### config.mk
export PLATFORM = sky130hd
export DESIGN_NAME = canopen_drive_response_decoder_core_flat
export DESIGN_NICKNAME = d
export VERILOG_FILES = /design/src/hw/rtl/cdrd_pkg.sv /design/src/hw/rtl/cdrd_frame_if.sv /design/src/hw/rtl/cdrd_result_if.sv /design/src/hw/rtl/cdrd_decode.sv /design/src/hw/rtl/canopen_drive_response_decoder_core.sv /design/src/flat_wrapper.sv
export SDC_FILE = /design/constraint.sdc
export NUM_CORES = 1
export LEC_CHECK = 0
export ABC_AREA = 1
export BUFFER_PORTS_ARGS = -buffer_cell sky130_fd_sc_hd__buf_2
export CORE_UTILIZATION = 58
export DETAILED_ROUTE_END_ITERATION = 10
export HOLD_SLACK_MARGIN = 0.12
export PLACE_DENSITY = 0.94
export SLEW_MARGIN = 15
export SYNTH_ARGS = -nofsm -noshare
export SYNTH_HDL_FRONTEND = slang
export SYNTH_HIERARCHICAL = 1
export SYNTH_SLANG_ARGS = --single-unit
### constraint.sdc
create_clock -name clk -period 3.62 [get_ports clk]
set_input_delay 0.543 -clock clk [delete_from_list [all_inputs] [get_ports clk]]
set_output_delay 0.543 -clock clk [all_outputs]
set_load 0.005 [all_outputs]
### src/hw/rtl/cdrd_pkg.sv
// Shared types and constants for the CANopen drive response decoder.
// No dependencies; every other file of the block imports this package.
`timescale 1ns / 1ps
`default_nettype none

package cdrd_pkg;

  // Field widths of one received frame and of one result
  localparam int unsigned COB_ID_W  = 11;
  localparam int unsigned BYTE_W    = 8;
  localparam int unsigned INDEX_W   = 16;
  localparam int unsigned DATA_W    = 32;
  localparam int unsigned TORQUE_W  = 16;
  localparam int unsigned NODE_ID_W = 7;

  // Configuration port
  localparam int unsigned PADDR_W   = 3;
  localparam int unsigned PDATA_W   = 32;
  localparam logic [0:0]  REG_NODE_ID = 1'b0;
  localparam logic [NODE_ID_W-1:0] NODE_ID_RESET = 7'd1;

  // COB-ID bases
  localparam logic [COB_ID_W-1:0] EMCY_BASE   = 11'h080;
  localparam logic [COB_ID_W-1:0] SDO_TX_BASE = 11'h580;
  localparam logic [COB_ID_W-1:0] HB_BASE     = 11'h700;

  // Object dictionary indexes
  localparam logic [INDEX_W-1:0] OBJ_VELOCITY = 16'h606C;
  localparam logic [INDEX_W-1:0] OBJ_TORQUE   = 16'h6077;
  localparam logic [INDEX_W-1:0] OBJ_WARNING  = 16'h2027;
  localparam logic [INDEX_W-1:0] OBJ_ERROR    = 16'h603F;
  localparam logic [INDEX_W-1:0] OBJ_STATUS   = 16'h6041;

  // NMT heartbeat state bytes
  localparam logic [BYTE_W-1:0] NMT_BOOTUP  = 8'h00;
  localparam logic [BYTE_W-1:0] NMT_STOPPED = 8'h04;
  localparam logic [BYTE_W-1:0] NMT_OPER    = 8'h05;
  localparam logic [BYTE_W-1:0] NMT_PREOP   = 8'h7F;

  // Statusword low nibble patterns
  localparam logic [3:0] SW_NOT_READY = 4'b0000;
  localparam logic [3:0] SW_READY     = 4'b0001;
  localparam logic [3:0] SW_SWITCHED  = 4'b0011;
  localparam logic [3:0] SW_ENABLED   = 4'b0111;
  localparam logic [3:0] SW_REACTION  = 4'b1111;
  localparam logic [3:0] SW_FAULT     = 4'b1000;
  localparam int unsigned SW_BIT_QSTOP   = 5;
  localparam int unsigned SW_BIT_SOD     = 6;

  typedef enum logic [1:0] {
    FC_UNKNOWN = 2'd0,
    FC_EMCY    = 2'd1,
    FC_SDO     = 2'd2,
    FC_HB      = 2'd3
  } frame_class_t;

  typedef enum logic [2:0] {
    DS_NOT_READY = 3'd0,
    DS_SOD       = 3'd1,
    DS_READY     = 3'd2,
    DS_SWITCHED  = 3'd3,
    DS_ENABLED   = 3'd4,
    DS_QSTOP     = 3'd5,
    DS_REACTION  = 3'd6,
    DS_FAULT     = 3'd7
  } drive_state_t;

  typedef enum logic [2:0] {
    HB_NONE    = 3'd0,
    HB_BOOTUP  = 3'd1,
    HB_STOPPED = 3'd2,
    HB_OPER    = 3'd3,
    HB_PREOP   = 3'd4,
    HB_OTHER   = 3'd5
  } hb_state_t;

  typedef struct packed {
    logic [COB_ID_W-1:0] cob_id;
    logic [BYTE_W-1:0]   first_byte;
    logic [INDEX_W-1:0]  object_index;
    logic [BYTE_W-1:0]   object_subindex;
    logic [DATA_W-1:0]   payload;
  } frame_t;

  typedef struct packed {
    logic signed [DATA_W-1:0]   velocity;
    logic signed [TORQUE_W-1:0] torque;
    logic                       failed;
    drive_state_t               drive_state;
  } drive_t;

  typedef struct packed {
    frame_class_t frame_class;
    logic         status_unknown;
    hb_state_t    heartbeat_state;
  } flags_t;

endpackage

`default_nettype wire

### src/hw/rtl/cdrd_frame_if.sv
// Valid/ready channel carrying one received CAN frame per beat.
// Depends on cdrd_pkg for field widths.
`timescale 1ns / 1ps
`default_nettype none

interface cdrd_frame_if
  import cdrd_pkg::*;
();
  logic                valid;
  logic                ready;
  logic [COB_ID_W-1:0] cob_id;
  logic [BYTE_W-1:0]   first_byte;
  logic [INDEX_W-1:0]  object_index;
  logic [BYTE_W-1:0]   object_subindex;
  logic [DATA_W-1:0]   payload;

  modport source (
    output valid, cob_id, first_byte, object_index, object_subindex, payload,
    input  ready
  );
  modport sink (
    input  valid, cob_id, first_byte, object_index, object_subindex, payload,
    output ready
  );
endinterface

`default_nettype wire

### src/hw/rtl/cdrd_result_if.sv
// Valid/ready channel carrying one decode result per beat.
// Depends on cdrd_pkg for field widths.
`timescale 1ns / 1ps
`default_nettype none

interface cdrd_result_if
  import cdrd_pkg::*;
();
  logic                       valid;
  logic                       ready;
  logic [1:0]                 frame_class;
  logic signed [DATA_W-1:0]   velocity;
  logic signed [TORQUE_W-1:0] torque;
  logic                       failed;
  logic [2:0]                 drive_state;
  logic                       status_unknown;
  logic [2:0]                 heartbeat_state;

  modport source (
    output valid, frame_class, velocity, torque, failed, drive_state,
           status_unknown, heartbeat_state,
    input  ready
  );
  modport sink (
    input  valid, frame_class, velocity, torque, failed, drive_state,
           status_unknown, heartbeat_state,
    output ready
  );
endinterface

`default_nettype wire

### src/hw/rtl/cdrd_decode.sv
// Combinational frame decode: classifies one frame and computes the next drive state.
// Depends on cdrd_pkg.
`timescale 1ns / 1ps
`default_nettype none

module cdrd_decode
  import cdrd_pkg::*;
(
  input  wire logic [NODE_ID_W-1:0] node_id,
  input  wire frame_t               frame,
  input  wire drive_t               cur,
  output drive_t                    nxt,
  output flags_t                    flags
);

  logic [COB_ID_W-1:0] node_ext;
  logic                is_emcy;
  logic                is_sdo;
  logic                is_hb;
  logic                sub_zero;
  logic [3:0]          nib;
  drive_state_t        sw_state;
  logic                sw_known;
  hb_state_t           hb_code;

  assign node_ext = {{(COB_ID_W-NODE_ID_W){1'b0}}, node_id};
  assign is_emcy  = frame.cob_id == (EMCY_BASE + node_ext);
  assign is_sdo   = frame.cob_id == (SDO_TX_BASE + node_ext);
  assign is_hb    = frame.cob_id == (HB_BASE + node_ext);
  assign sub_zero = frame.object_subindex == '0;
  assign nib      = frame.payload[3:0];

  always_comb begin
    sw_known = 1'b1;
    sw_state = cur.drive_state;
    unique case (nib)
      SW_NOT_READY: sw_state = frame.payload[SW_BIT_SOD] ? DS_SOD : DS_NOT_READY;
      SW_READY:     sw_state = DS_READY;
      SW_SWITCHED:  sw_state = DS_SWITCHED;
      SW_ENABLED:   sw_state = frame.payload[SW_BIT_QSTOP] ? DS_ENABLED : DS_QSTOP;
      SW_REACTION:  sw_state = DS_REACTION;
      SW_FAULT:     sw_state = DS_FAULT;
      default:      sw_known = 1'b0;
    endcase
  end

  always_comb begin
    unique case (frame.first_byte)
      NMT_BOOTUP:  hb_code = HB_BOOTUP;
      NMT_STOPPED: hb_code = HB_STOPPED;
      NMT_OPER:    hb_code = HB_OPER;
      NMT_PREOP:   hb_code = HB_PREOP;
      default:     hb_code = HB_OTHER;
    endcase
  end

  always_comb begin
    nxt   = cur;
    flags = '{frame_class: FC_UNKNOWN, status_unknown: 1'b0, heartbeat_state: HB_NONE};
    if (is_emcy) begin
      flags.frame_class = FC_EMCY;
      nxt.failed = 1'b1;
    end else if (is_sdo) begin
      flags.frame_class = FC_SDO;
      if (frame.object_index == OBJ_VELOCITY) begin
        nxt.velocity = signed'(frame.payload);
      end else if (frame.object_index == OBJ_TORQUE) begin
        nxt.torque = signed'(frame.payload[TORQUE_W-1:0]);
      end else if ((frame.object_index == OBJ_WARNING || frame.object_index == OBJ_ERROR)
                   && sub_zero) begin
        if (frame.payload[15:0] != '0) nxt.failed = 1'b1;
      end else if (frame.object_index == OBJ_STATUS && sub_zero) begin
        // unknown pattern keeps the previous state
        nxt.drive_state = sw_state;
        flags.status_unknown = !sw_known;
      end
    end else if (is_hb) begin
      flags.frame_class = FC_HB;
      flags.heartbeat_state = hb_code;
    end
  end

endmodule

`default_nettype wire

### src/hw/rtl/canopen_drive_response_decoder_core.sv
// Top level of the CANopen drive response decoder: frame register, decode, result register,
// held drive state and the node-id register. Depends on cdrd_pkg, cdrd_frame_if,
// cdrd_result_if and cdrd_decode.
//
//   channel   dir  handshake            payload
//   frame     in   valid/ready          cob_id, first_byte, object_index, subindex, payload
//   result    out  valid/ready          class, velocity, torque, failed, states, flags
//   apb       in   psel/penable/pwrite  node_id at byte address 0
//
// One frame per cycle sustained while result.ready holds; a frame accepted into the frame register
// is decoded into the result register when that register advances, and its result is offered from there.
// The decode between frame register and result register bounds the cycle time.
// Reset (synchronous) empties both registers, clears held state, node_id = 1.
// A stalled result holds; the frame register still takes one more beat behind it.
`timescale 1ns / 1ps
`default_nettype none

module canopen_drive_response_decoder_core
  import cdrd_pkg::*;
(
  input  wire logic               clk,
  input  wire logic               rst,
  cdrd_frame_if.sink              frame,
  cdrd_result_if.source           result,
  input  wire logic               psel,
  input  wire logic               penable,
  input  wire logic               pwrite,
  input  wire logic [PADDR_W-1:0] paddr,
  input  wire logic [PDATA_W-1:0] pwdata,
  output logic [PDATA_W-1:0]      prdata,
  output logic                    pready
);

  logic [NODE_ID_W-1:0] node_id;
  logic                 reg_hit;

  logic   s0_valid;
  frame_t s0_frame;
  logic   s0_adv;

  drive_t state;
  drive_t state_next;
  flags_t flags_next;

  logic   out_valid;
  drive_t out_drive;
  flags_t out_flags;

  // Configuration port
  assign pready  = 1'b1;
  assign reg_hit = paddr[PADDR_W-1:2] == REG_NODE_ID;
  assign prdata  = reg_hit ? {{(PDATA_W-NODE_ID_W){1'b0}}, node_id} : '0;

  always_ff @(posedge clk) begin
    if (rst) begin
      node_id <= NODE_ID_RESET;
    end else if (psel && penable && pwrite && reg_hit) begin
      node_id <= pwdata[NODE_ID_W-1:0];
    end
  end

  // Pipeline control
  assign s0_adv      = !out_valid || result.ready;
  assign frame.ready = !s0_valid || s0_adv;

  always_ff @(posedge clk) begin
    if (rst) begin
      s0_valid <= 1'b0;
    end else if (frame.ready) begin
      s0_valid <= frame.valid;
    end
  end

  always_ff @(posedge clk) begin
    if (frame.ready && frame.valid) begin
      s0_frame <= '{cob_id: frame.cob_id, first_byte: frame.first_byte,
                    object_index: frame.object_index,
                    object_subindex: frame.object_subindex, payload: frame.payload};
    end
  end

  cdrd_decode u_decode (
    .node_id (node_id),
    .frame   (s0_frame),
    .cur     (state),
    .nxt     (state_next),
    .flags   (flags_next)
  );

  // Advance held state and result together, one frame at a time
  always_ff @(posedge clk) begin
    if (rst) begin
      state     <= '{velocity: '0, torque: '0, failed: 1'b0, drive_state: DS_NOT_READY};
      out_valid <= 1'b0;
    end else if (s0_adv) begin
      out_valid <= s0_valid;
      if (s0_valid) state <= state_next;
    end
  end

  always_ff @(posedge clk) begin
    if (s0_adv && s0_valid) begin
      out_drive <= state_next;
      out_flags <= flags_next;
    end
  end

  assign result.valid           = out_valid;
  assign result.frame_class     = out_flags.frame_class;
  assign result.velocity        = out_drive.velocity;
  assign result.torque          = out_drive.torque;
  assign result.failed          = out_drive.failed;
  assign result.drive_state     = out_drive.drive_state;
  assign result.status_unknown  = out_flags.status_unknown;
  assign result.heartbeat_state = out_flags.heartbeat_state;

  // Failure flag is sticky until reset
  a_failed_sticky: assert property (@(posedge clk) disable iff (rst)
    state.failed |=> state.failed)
    else $error("failure flag cleared without reset");

  // A waiting frame is never dropped while the result stalls
  a_s0_hold: assert property (@(posedge clk) disable iff (rst)
    s0_valid && !s0_adv |=> s0_valid && $stable(s0_frame))
    else $error("frame register lost a beat under stall");

  a_unknown_sdo: assert property (@(posedge clk) disable iff (rst)
    out_valid && out_flags.status_unknown |-> out_flags.frame_class == FC_SDO)
    else $error("status flag on a non-SDO frame");

  a_hb_class: assert property (@(posedge clk) disable iff (rst)
    out_valid && out_flags.heartbeat_state != HB_NONE |-> out_flags.frame_class == FC_HB)
    else $error("heartbeat state on a non-heartbeat frame");

  // Result shows the held state it was built from
  a_result_state: assert property (@(posedge clk) disable iff (rst)
    s0_adv && s0_valid |=> out_drive == state)
    else $error("result and held state disagree");

endmodule

`default_nettype wire
### src/flat_wrapper.sv
// flat-port wrapper written by rule: the top's interface ports become plain ports
module canopen_drive_response_decoder_core_flat import cdrd_pkg::*;
  (clk, rst, psel, penable, pwrite, paddr, pwdata, prdata, pready, frame_valid, frame_cob_id, frame_first_byte, frame_object_index, frame_object_subindex, frame_payload, frame_ready, result_valid, result_frame_class, result_velocity, result_torque, result_failed, result_drive_state, result_status_unknown, result_heartbeat_state, result_ready);
  cdrd_frame_if frame_i ();
  cdrd_result_if result_i ();
  input  wire logic clk;
  input  wire logic rst;
  input  wire logic psel;
  input  wire logic penable;
  input  wire logic pwrite;
  input  wire logic [PADDR_W-1:0] paddr;
  input  wire logic [PDATA_W-1:0] pwdata;
  output logic [PDATA_W-1:0] prdata;
  output logic pready;
  input wire logic [$bits(frame_i.valid)-1:0] frame_valid;
  input wire logic [$bits(frame_i.cob_id)-1:0] frame_cob_id;
  input wire logic [$bits(frame_i.first_byte)-1:0] frame_first_byte;
  input wire logic [$bits(frame_i.object_index)-1:0] frame_object_index;
  input wire logic [$bits(frame_i.object_subindex)-1:0] frame_object_subindex;
  input wire logic [$bits(frame_i.payload)-1:0] frame_payload;
  output wire logic [$bits(frame_i.ready)-1:0] frame_ready;
  output wire logic [$bits(result_i.valid)-1:0] result_valid;
  output wire logic [$bits(result_i.frame_class)-1:0] result_frame_class;
  output wire logic [$bits(result_i.velocity)-1:0] result_velocity;
  output wire logic [$bits(result_i.torque)-1:0] result_torque;
  output wire logic [$bits(result_i.failed)-1:0] result_failed;
  output wire logic [$bits(result_i.drive_state)-1:0] result_drive_state;
  output wire logic [$bits(result_i.status_unknown)-1:0] result_status_unknown;
  output wire logic [$bits(result_i.heartbeat_state)-1:0] result_heartbeat_state;
  input wire logic [$bits(result_i.ready)-1:0] result_ready;
  assign frame_i.valid = frame_valid;
  assign frame_i.cob_id = frame_cob_id;
  assign frame_i.first_byte = frame_first_byte;
  assign frame_i.object_index = frame_object_index;
  assign frame_i.object_subindex = frame_object_subindex;
  assign frame_i.payload = frame_payload;
  assign frame_ready = frame_i.ready;
  assign result_valid = result_i.valid;
  assign result_frame_class = result_i.frame_class;
  assign result_velocity = result_i.velocity;
  assign result_torque = result_i.torque;
  assign result_failed = result_i.failed;
  assign result_drive_state = result_i.drive_state;
  assign result_status_unknown = result_i.status_unknown;
  assign result_heartbeat_state = result_i.heartbeat_state;
  assign result_i.ready = result_ready;
  canopen_drive_response_decoder_core u_core (.clk(clk), .rst(rst), .frame(frame_i), .result(result_i), .psel(psel), .penable(penable), .pwrite(pwrite), .paddr(paddr), .pwdata(pwdata), .prdata(prdata), .pready(pready));
endmodule
==> impl_summary.txt <==
----------------------------------------------------
[Die]
  Core Box Area ... 0.0148 mm2
  Horizontal die dimension ... 126 um
  Die span in y ... roughly 130 um
  Effective utilization at floorplan ... 60.2%
  Floorplan row count ... 44
  IO Count ... 210
  Floorplan die area ... roughly 0.016 mm2

[CTS]
  Count of instances resized after the clock tree is built ... 0
  CTS tree ... yes
  Setup bufs post-CTS ... 0
  Root buffer cell ... clkbuf_16
  Max Buffers Root-to-Sink ... 2
  Level count of the clock H-tree ... 4
  Clk sink count ... 194
  Skew-Pair Late Insertion Delay ... 0.44 ns
  Hold bufs inserted after CTS ... 0
  Number of buffers created by CTS ... 17
  Clock edge transition at the registers on the reported setup and hold paths ... 0.07 ns

[Routing]
  Routed met3 length ... approximately 1.4 mm
  Antenna Nets Post-Route ... 0
  Mean number of vias per cell ... 5.23
  Highest Signal Layer ... met4
  Routed met2 length ... 9.91 mm
  Via count of the routed design ... 7172
  Wire length on met1 ... approximately 7.3 mm
  Number of DRC markers in iteration 0 ... 672
  DRC ... 0
  Routed wire length per instance ... 14.0 um
  Length of the first detailed-routing pass in iterations ... 7
  Total wire length ... around 19 mm

[Timing]
  Relative slew slack ... 23.3%
  Setup repair after global routing missed its margin ... no
  Time the worst path needs with I/O delays and setup ... around 2.8 ns
  Total negative setup slack ... 0 ns
  Clock skew ... ~0.013 ns
  Achievable frequency ... between 300 and 400 MHz
  Final hold violation count ... 0
  Share of the cycle needed by the critical path after routing ... between 70 and 80%
  Post-Route Hold Slack ... between 0.2 and 0.3 ns
  Final setup violation count ... 0
  Pin slew with the least headroom to its limit ... around 1.2 ns
  Fin. max-slew vios ... 0

[Pwr]
  Power density normalized to cell area ... 468 mW/mm2
  Portion of total power attributed to combinational logic ... 9.5%
  Net switching power of the design ... 1.17 mW
  Leakage power figure ... 4.60 nW
  Internal Pwr Total ... 3.58 mW
  PnR Total Power ... 4.75 mW
  Max rail drop VDD ... 0.322 mV
  Clock network fraction of total power ... 36.2%
  Switching power share of the total ... 24.7%
  Sequential power share ... a little over half

[Cells and area]
  Filler Cell Count ... 1084
  Most common library cell in the layout ignoring fill and taps ... nand2_1
  Proportion of layout cells with a drive suffix above 1 ... 18.6%
  Final core occ ... between 60% and 70%
  NumNets Final ... 1291
  N_diodes ... 0
  Most frequent cells in the layout ... nand2_1, nor2_1, buf_2
  Area grow syn2layout ... 14.4%

[Critical path]
  Most repeated library cell on the critical path ... nand2_1
  Critical path arrival ... 3.20 ns
  Cell type of the slowest stage on the worst timing path ... nand2_2
  Critical Path Sink Type ... register
  Crit Path Class ... register to register
  Stage delay of the slowest cell on the critical path ... just under 0.7 ns
  Crit path cell chain ... nor2_1 > nand2_1 > nor2_4 > nand2_2 > o21ai_0 > nand2_1 > nand2_1 > inv_1 > nand3_1 > nand2_1 > nor2_1
  CP startpoint kind ... register
  Depth of the worst register-to-register path ... 11
  Required time reported for the critical path endpoint ... 3.99 ns
  Critical-path maximum fanout ... slightly below 50

[Synthesis]
  Post-synthesis register bit count ... 194
  Number of cells produced by synthesis ... 1038
  Synthesized area per cell ... 8.56 um2
  Synth Warn # ... 6
  Summed instance area of the synthesized netlist ... 0.00888 mm2
  Post-synthesis sequential area ratio ... between 50 and 60%
  Synth cell types ... 31

[Min path]
  Cell depth of the worst hold path ... 1
  Class of the most critical hold timing path ... input pin to register

[Placed design]
  IO buf count ... 156
  GPL Wtd Cong ... 0.840
  Detailed-placement wirelength estimate ... approximately 12 mm

[GRT]
  Remaining global-route overflow ... 0
  Total routing resource utilization after global routing ... between 20% and 30%
  First-pass GRT wire length ... a little over 30 mm
  Vias in the first global route ... approximately 6700
  Largest net degree at the start of global routing ... 60
  Antenna violations before repair ... 0

[Run status]
  Outcome ... completed

[Run]
  Reported max-cap violation count ... 0

----------------------------------------------------
final cells by class:
class | instances | area [um2] | area share (%)
tap | 184 | 230 | 2.27
inverter | 110 | 413 | 4.06
clock buffer | 19 | 433 | 4.26
sequential | 194 | 5220 | 51.3
clock inverter | 13 | 104 | 1.02
multi-input combinational | 688 | 2890 | 28.5
timing repair buffer | 163 | 871 | 8.57
cells by family after synthesis:
kind of cell           synth area share [%]
AO/OA/AOI/OAI                          2.93
other                                0.0846
XOR/XNOR                              0.394
AND/OR/NAND/NOR                        28.1
buffers and inverters                  9.75
flip-flops                             58.7
critical path: cells and delay by family, from the launching register on:
kind                   cells  cell delay [ns]
AOI/OAI and AO/OA          1             0.40
buffers and inverters      1             0.05
DFF                        1             0.42
and+or+nand+nor            9             1.85
state kept, by name (all words and copies together) (netlist names):
signal,count
u_core/result.valid,1
u_core/result.velocity,32
u_core/result.heartbeat_state,3
u_core/result.drive_state,3
u_core/node_id,7
u_core/result.frame_class,2
u_core/state,52
u_core/result.status_unknown,1
u_core/s0_frame,75
u_core/result.torque,16
u_core/result.failed,1
u_core/s0_valid,1
power by group through the flow:
stage	clock network, mW	registers (mW)	logic (mW)
global placement	0	2.62	0.424
detailed placement	0	2.63	0.443
CTS	1.74	2.58	0.447
floorplan	0	2.62	0.311
global route	1.83	2.59	0.508
finish	1.72	2.58	0.450
cells in the mapped netlist, drive strengths merged:
master	instances	area, um2
nor3	3	15.0
clkbuf	13	50.0
conb	2	7.51
dfxtp	61	1220
o22ai	1	6.26
inv	110	413
nand3	89	450
nor2	173	692
a21oi	8	51.3
nand4	6	37.5
o21ai	36	195
nand2	336	1270
nand3b	2	15.0
o21a	1	7.51
xnor2	4	35.0
edfxtp	133	3990
buf	57	403
nor3b	1	7.51
and2	2	12.5
path summary, 6_finish.rpt:
check / startpoint / to / slack [ns]
worst max-delay path: u_core/s0_frame[40]$_DFFE_PP_ / u_core/state[26]$_SDFFE_PP0P_ / 0.79
worst min-delay path: frame_object_index[4] / u_core/s0_frame[44]$_DFFE_PP_ / 0.28
worst max register to register: u_core/s0_frame[40]$_DFFE_PP_ / u_core/state[26]$_SDFFE_PP0P_ / 0.79
worst min register to register: u_core/state[3]$_SDFFE_PP0P_ / u_core/state[3]$_SDFFE_PP0P_ / 0.50
metrics by stage:
step / area, um2 / cells / worst slack [ns]
2_1_floorplan: 8970 / 1062 / 0.918
3_3_place_gp: 9620 / 1339 / 0.956
3_5_place_dp: 9620 / 1339 / 0.879
4_1_cts: 10200 / 1371 / 0.851
5_1_grt: 10200 / 1371 / 0.513
6_report: 10200 / 1371 / 0.789
metal layers:
metal / global-route usage, % / vias up
met5: 0 / -
met4: 12.8 / 0
met3: 4.93 / 42
met2: 44.5 / 358
met1: 28.6 / 3268
li1: - / 3504
No activity file was read; power rests on OpenSTA's default activity.
